## config.mk

```make
export PLATFORM = sky130hd
export DESIGN_NAME = chs_front
export DESIGN_NICKNAME = d
export VERILOG_FILES = /design/src/hdl/chs_pkg.sv /design/src/hdl/chs_front.sv
export SDC_FILE = /design/constraint.sdc
export NUM_CORES = 1
export LEC_CHECK = 0
export BUFFER_PORTS_ARGS = -buffer_cell sky130_fd_sc_hd__buf_2
export CELL_PAD_IN_SITES_DETAIL_PLACEMENT = 0
export CELL_PAD_IN_SITES_GLOBAL_PLACEMENT = 2
export CORE_ASPECT_RATIO = 0.8
export CORE_MARGIN = 2
export CORE_UTILIZATION = 42
export DETAILED_ROUTE_END_ITERATION = 8
export GPL_TIMING_DRIVEN = 0
export PLACE_DENSITY_LB_ADDON = 0.3
export SLEW_MARGIN = 25
export SYNTH_ARGS = -nofsm -noshare
export SYNTH_HDL_FRONTEND = slang
export SYNTH_SLANG_ARGS = --single-unit
```

## constraint.sdc

```tcl
create_clock -name clk -period 8 [get_ports clk]
set_clock_uncertainty 0.15 [all_clocks]
set_input_delay 0.8 -clock clk [delete_from_list [all_inputs] [get_ports clk]]
set_output_delay 0.8 -clock clk [all_outputs]
set_load 0.02 [all_outputs]
```

## src/hdl/chs_pkg.sv

```systemverilog
// chs_pkg: shared constants, codes and types of the chained hash set engine.
// Used by every module of the engine but chs_ram; depends on nothing.
`default_nettype none
package chs_pkg;
	localparam int MAX_BUCKETS_DEF  = 256;
	localparam int POOL_ENTRIES_DEF = 768;
	localparam int KEY_BITS_DEF     = 32;
	localparam int RESET_BUCKETS    = 31;
	localparam int CFG_BITS         = 9;
	localparam int HASH_BITS        = 32;
	localparam int COUNT_BITS       = 10;
	localparam int FUNC_BITS        = 2;

	localparam logic [FUNC_BITS-1:0] FUNC_INSERT = 2'd0;
	localparam logic [FUNC_BITS-1:0] FUNC_REMOVE = 2'd1;
	localparam logic [FUNC_BITS-1:0] FUNC_LOOKUP = 2'd2;
	localparam logic [FUNC_BITS-1:0] FUNC_CLEAR  = 2'd3;

	// result word status carried from the back part to the result queue
	typedef struct packed {
		logic hit;
		logic full_res;
	} chs_status_t;
endpackage
`default_nettype wire

```

## src/hdl/chs_front.sv

```systemverilog
// chs_front: accepts operation words, reduces the hash to a bucket index and
// queues decoded commands for the back part. Depends on chs_pkg.
`default_nettype none
module chs_front #(
	parameter int KEY_BITS = chs_pkg::KEY_BITS_DEF,
	parameter int IDX_BITS = 10
) (
	input  wire logic                           clk,
	input  wire logic                           arst_n,
	input  wire logic                           push,
	output logic                                full,
	input  wire logic [chs_pkg::FUNC_BITS-1:0]  func,
	input  wire logic [KEY_BITS-1:0]            key,
	input  wire logic [chs_pkg::HASH_BITS-1:0]  hash_value,
	input  wire logic [IDX_BITS-1:0]            buckets,
	input  wire logic                           flush,
	output logic                                cmd_valid,
	input  wire logic                           cmd_take,
	output logic [chs_pkg::FUNC_BITS-1:0]       cmd_func,
	output logic [KEY_BITS-1:0]                 cmd_key,
	output logic [IDX_BITS-1:0]                 cmd_head
);
	import chs_pkg::*;

	localparam int RW = HASH_BITS + 1;

	// modulo unit: one restoring step per cycle
	logic                  busy_q;
	logic [5:0]            bit_q;
	logic [RW-1:0]         rem_q;
	logic [HASH_BITS-1:0]  quo_q;
	logic [FUNC_BITS-1:0]  func_q;
	logic [KEY_BITS-1:0]   key_q;
	logic [RW-1:0]         shifted;
	logic [RW-1:0]         divisor;

	// two-entry command queue
	logic [1:0]            cnt_q;
	logic                  rd_q;
	logic [FUNC_BITS-1:0]  qf_q [2];
	logic [KEY_BITS-1:0]   qk_q [2];
	logic [IDX_BITS-1:0]   qh_q [2];
	logic                  done;

	assign divisor = RW'(buckets);
	assign shifted = {rem_q[RW-2:0], quo_q[HASH_BITS-1]};
	assign done    = busy_q && (bit_q == 6'd0) && (cnt_q != 2'd2);
	assign full    = busy_q;

	// step the remainder through the hash bits, high bit first
	always_ff @(posedge clk or negedge arst_n) begin
		if (!arst_n) begin
			busy_q <= 1'b0;
			bit_q  <= '0;
		end else if (!busy_q && push) begin
			busy_q <= 1'b1;
			bit_q  <= 6'(HASH_BITS);
		end else if (busy_q && bit_q != 6'd0) begin
			bit_q <= bit_q - 6'd1;
		end else if (done) begin
			busy_q <= 1'b0;
		end
	end

	always_ff @(posedge clk) begin
		if (!busy_q && push) begin
			rem_q  <= '0;
			quo_q  <= hash_value;
			func_q <= func;
			key_q  <= key;
		end else if (busy_q && bit_q != 6'd0) begin
			quo_q <= {quo_q[HASH_BITS-2:0], 1'b0};
			rem_q <= (shifted >= divisor) ? shifted - divisor : shifted;
		end
	end

	// hold decoded commands until the back part takes them
	always_ff @(posedge clk or negedge arst_n) begin
		if (!arst_n) begin
			cnt_q <= '0;
			rd_q  <= 1'b0;
		end else if (flush) begin
			cnt_q <= '0;
			rd_q  <= 1'b0;
		end else begin
			cnt_q <= cnt_q + 2'(done) - 2'(cmd_take);
			if (cmd_take) begin
				rd_q <= ~rd_q;
			end
		end
	end

	always_ff @(posedge clk) begin
		if (done) begin
			qf_q[rd_q ^ cnt_q[0]] <= func_q;
			qk_q[rd_q ^ cnt_q[0]] <= key_q;
			qh_q[rd_q ^ cnt_q[0]] <= rem_q[IDX_BITS-1:0];
		end
	end

	assign cmd_valid = (cnt_q != 2'd0);
	assign cmd_func  = qf_q[rd_q];
	assign cmd_key   = qk_q[rd_q];
	assign cmd_head  = qh_q[rd_q];
endmodule
`default_nettype wire

```

; Yosys cells after proc, flatten, opt, wreduce, memory -nomap -nowiden
; Memory sizes are Yosys's and may differ from the RTL's.
; Cells that the tools add are included.
[totals]
ramBits = 88
input_bits = 81
reg_bits = 108
elab_cells = 45
output_inout_bits = 46
memories = 3
[classes]
n_lt_le_gt_ge = 1
n_eq_ne = 2
n_reduce_logical = 12
n_addsub = 4
n_bitwise = 2
muxes = 13
[mem_list]
columns = memory, words, word_bits, rd, rd_ports_with_merged_regs, write_ports, line
row1 = qk_q, 2, 32, 1, 0, 1, chs_front.sv:41  ; logic [KEY_BITS-1:0] qk_q [2];
row2 = qh_q, 2, 10, 1, 0, 1, chs_front.sv:42  ; logic [IDX_BITS-1:0] qh_q [2];
row3 = qf_q, 2, 2, 1, 0, 1, chs_front.sv:40  ; logic [FUNC_BITS-1:0] qf_q [2];
[op_table]
columns = cell, count
row1 = $mux 32, 3
row2 = $ge 33x10->1, 1
row3 = $sub 32x10->32, 1
row4 = $mux 6, 2
row5 = $reduce_bool 2->1, 4
row6 = $mux 1, 7
row7 = $logic_not 6->1, 1
row8 = $reduce_bool 6->1, 1
row9 = $sub 6x1->6 const B, 1
row10 = $logic_and 1x1->1, 4
row11 = $add 2x1->2, 1
row12 = $mux 2, 1
row13 = $ne 2x1->1 const B, 1
row14 = $ne 2x2->1 const B, 1
row15 = $reduce_and 2->1, 1
row16 = $sub 2x1->2, 1
row17 = $logic_not 1->1, 1
row18 = $not 1->1, 1
row19 = $xor 1x1->1, 1

; Logic depth before layout (Yosys ltp)
[depth]
depth_word = 6
depth_mapped = 12
ltp_nobuf = 11

; Worst setup path before layout
; No wires, ideal clock.
[synth_timing]
path_kind = reg2reg
from = register bit_q[2]
to = memory qf_q[1][0], enable pin
slack_ns = 3.843
synth_period_minus_slack_ns = 4.157
arrival_ns = 3.556
path_stages_with_launch = 5
n_path_buf = 0
required_time_ns = 7.399
cell_sequence = dfrtp_1 -> or3_1 -> or3b_2 -> or2_2 -> nor2b_1
[synth_between]
elab_chain_len = 5
[synth_rtl]
columns = item, line
row1 = "start, declared", chs_front.sv:29  ; logic [5:0] bit_q;
row2 = "start signal, assigned", chs_front.sv:57  ; bit_q <= 6'(HASH_BITS);
row3 = "start signal, assigned", chs_front.sv:59  ; bit_q <= bit_q - 6'd1;
row4 = $logic_not 6->1, chs_front.sv:47  ; assign done = busy_q && (bit_q == 6'd0) && (cnt_q != 2'd2);
row5 = $logic_and 1x1->1 (2 in a row), chs_front.sv:47
row6 = $mux 1, chs_front.sv:94  ; if (done) begin
row7 = $mux 1 (not written as such), chs_front.sv:95  ; qf_q[rd_q ^ cnt_q[0]] <= func_q;
row8 = "end, declared", chs_front.sv:40
; No other way between the ends.

; Final worst setup path
[layout_timing]
from = register quo_q[31]
to = register rem_q[26]
[layout_between]
elab_chain_len = 2
elab_cells_between_ends = 3
[layout_rtl]
columns = item, line
row1 = "start, declared", chs_front.sv:31  ; logic [HASH_BITS-1:0] quo_q;
row2 = "start signal, assigned", chs_front.sv:68  ; quo_q <= hash_value;
row3 = "start signal, assigned", chs_front.sv:72  ; quo_q <= {quo_q[HASH_BITS-2:0], 1'b0};
row4 = $sub 32x10->32 / $ge 33x10->1 (equally long branches), chs_front.sv:73  ; rem_q <= (shifted >= divisor) ? shifted - divisor : shifted;
row5 = $mux 32 *, chs_front.sv:73
row6 = "end signal, assigned", chs_front.sv:73
row7 = "end, declared", chs_front.sv:30  ; logic [RW-1:0] rem_q;
; Mark *: on every way between the ends. The rest lies on a longest branch, timed or not.
; A chain may end at the register's enable or synchronous reset.

==> results_dict.tcl <==
set metrics [dict create \
    io_buffers 126 \
    worstSetupStartpointType "flip-flop" \
    whs_ns 0.07544 \
    final_common_cell "edfxtp_1" \
    fp.dieH_um 129.4 \
    yosysWarnings 0 \
    place_area_um2 9341 \
    grt_remaining_overflow 0 \
    rows 45 \
    critical_path_class "reg -> reg" \
    fin_ws_ns 4.323 \
    clk_latency_ns 0.44 \
    cts_max_path_buffers 2 \
    slew_violations 0 \
    dp_hpwl_mm 11.85 \
    dieArea_um2 20790 \
    final_cell_mix "edfxtp_1 (154), buf_2 (128), nand2_1 (101), mux2_2 (46)" \
    synthMuxAreaShare 0.07369 \
    finalCritPeriodShare 0.4596 \
    async_flop_share 0.05102 \
    cp_max_fo 10 \
    tns_ns 0 \
    clk_pin_slew_ns 0.08 \
    max_freq_mhz 272.0 \
    rrSetupSlack_ns 4.32 \
    initial_utilization 0.4310 \
    combinationalPowerShare 0.253 \
    areaGrowthSynthToFinish_pct 20.70 \
    setup_violations 0 \
    synth_cell_types 57 \
    worstPathArrival_ns 3.89 \
    fillers 1653 \
    synth-xor-area-share 0.02866 \
    antenna_found_initial 1 \
    synth_fp_nets 718 \
    hold_violations 0 \
    crit_end "rem_q[26]" \
    root_buffer "clkbuf_16" \
    power.density_nw_per_um2 323.6 \
    avgSynthCellArea_um2 13.25 \
    die_w_um 160.7 \
    stdcell_area_um2 9960 \
    drt_drc_violations_left 0 \
    r2r.worst_path.cells 12 \
    synthesis.area_um2 8252 \
    grt_pass1_wl_mm 26.77 \
    postSynthCellCount 623 \
    viasPerCell 5.050 \
    place_ws_ns 4.039 \
    cts_setup_buffers 0 \
    p_leak_nw 3.787 \
    cts-resized-gates 0 \
    required_ns 8.21 \
    grt_pass1_vias 5177 \
    r2r_start "quo_q[31]" \
    htree_levels 4 \
    drt_iter0_drc 322 \
    hold_buffers 0 \
    grt_max_degree 33 \
    cts_tree "yes" \
    dp_cells 1012 \
    p_seq_frac 0.476 \
    wire_per_inst_um 16.18 \
    grt_usage 0.1675 \
    cts_buffers 17 \
    io_pins 127 \
    clock_power_share 0.270 \
    seq_area_frac_synth 0.6684 \
    num_vias 5272 \
    dr.pass1.iters 4 \
    synth_top_family_by_area "simple AND/OR/NAND/NOR gates" \
    multi_input_area_um2 2569 \
    cts_sinks 196 \
    drive_gt1_frac 0.2964 \
    synth_ff_type "edfxtp_1" \
    layout_min_cycle_time_ns 3.677 \
    timing.rr.end "rem_q[26]" \
    coreArea_um2 19140 \
    fin_cells 1044 \
    max-slew-margin-rel 0.4339 \
    power.switching_mw 1.071 \
    end_kind "flip-flop" \
    num-nets-final 868 \
    synth-seq-cells 196 \
    maxCapViolations 0 \
    rsz0062_at_grt "no" \
    switching_share 0.3322 \
    synth_compound_area_frac 0.06581 \
    synth-edff-count 154 \
    worstMarginPinSlew_ns 0.8454 \
    hold_path.class "in -> async" \
    ir_drop_mv 0.1444 \
    crit_path_start "quo_q[31]" \
    ant_nets 0 \
    synth_simple_gate_area_share 0.1189 \
    diodes 0 \
    internal_power_mw 2.152 \
    regArea_um2 5515 \
    routabilityCongestion 0.8082 \
    synthAdderAreaFrac 0.02214 \
    wl_mm 16.89 \
    status "finished clean" \
]
## flip-flops by register name, summed over array words and instances (netlist names)
register,flops
qk_q,64
key_q,32
quo_q,32
rem_q,32
qh_q,20
bit_q,6
qf_q,4
cnt_q,2
func_q,2
full,1
rd_q,1
## layer usage
layer  vias to the layer above  track usage  wire length, µm
met1                      2511       0.2271             7859
li1                       2586            -                -
met3                        25      0.03585              887
met2                       150       0.2672             7825
met5                         -            0                0
met4                         0      0.06723              316
## power groups by stage
| stage | registers, mW | logic, mW | clock network (mW) |
|---|---|---|---|
| global placement | 1.56 | 0.791 | 0 |
| detailed placement | 1.56 | 0.823 | 0 |
| global route | 1.57 | 0.921 | 0.930 |
| finish | 1.54 | 0.817 | 0.870 |
| floorplan | 1.51 | 0.619 | 0 |
| CTS | 1.54 | 0.826 | 0.893 |
## Yosys cell counts, drive strengths merged, types with 2 or more instances
cell type	number	share of area
o2111ai	2	0.0021
or2	5	0.0038
edfxtp	154	0.56
nor2	21	0.010
nand2b	3	0.0023
inv	18	0.0082
and2	2	0.0015
nor4	8	0.0076
nor2b	3	0.0023
nand3	30	0.018
nand4b	2	0.0039
mux2i	9	0.011
or3	8	0.0067
o311ai	2	0.0021
nor3	7	0.0049
o31ai	3	0.0027
mux2	46	0.063
dfrtp	10	0.030
o21ai	40	0.024
buf	4	0.0038
a21oi	10	0.0061
o211ai	5	0.0052
xnor2	17	0.018
o21a	5	0.0045
o41ai	2	0.0021
ha	13	0.020
clkbuf	23	0.010
xor2	10	0.011
or4	5	0.0055
nand2	102	0.046
dfxtp	32	0.078
a31oi	8	0.0061
## area by class of cell
type | instances | share of cell area
clock inverter | 15 | 0.01935
buffer | 27 | 0.01193
timing repair buffer | 131 | 0.07513
multi-input combinational | 382 | 0.2579
clock buffer | 17 | 0.04271
sequential | 196 | 0.5538
inverter | 18 | 0.006784
tap | 258 | 0.03241
## worst min-delay path by stage
stage / start / end / slack (ns) / cells after the start
finish: arst_n / rd_q / 0.08 / 1
CTS: arst_n / bit_q[3] / 0.06 / 1
floorplan: func_q[0] / qf_q[0][0] / 0.27 / 0
global placement: key_q[28] / qk_q[0][28] / 0.27 / 0
detailed placement: key_q[29] / qk_q[1][29] / 0.28 / 0
global route: arst_n / bit_q[3] / 0.08 / 1
## kinds of logic after synthesis
group,after synthesis
AO/OA/AOI/OAI,85
XOR/XNOR,27
adder cells (fa/ha/maj),14
buffers and inverters,45
flip-flops,196
multiplexers,55
AND/OR/NAND/NOR,201
## critical path, stage by stage, from the launching register on
cell and delay [ns]:
edfxtp_1 0.43, inv_1 0.11, ha_1 0.17, inv_1 0.06, fa_1 0.40, a21oi_1 0.28
o211ai_1 0.18, a211o_1 0.33, a31oi_1 0.51, o211ai_2 0.23, buf_6 0.20, or4_1 0.39
a31oi_1 0.16
## per-stage QoR
| step | util | total power [mW] |
|---|---|---|
| floorplan | - | 2.129 |
| global placement | 0.4809 | 2.347 |
| detailed placement | 0.4880 | 2.380 |
| CTS | 0.5203 | 3.256 |
| global route | 0.5203 | 3.420 |
| finish | 0.5203 | 3.223 |
(Power assumes the default switching activity.)
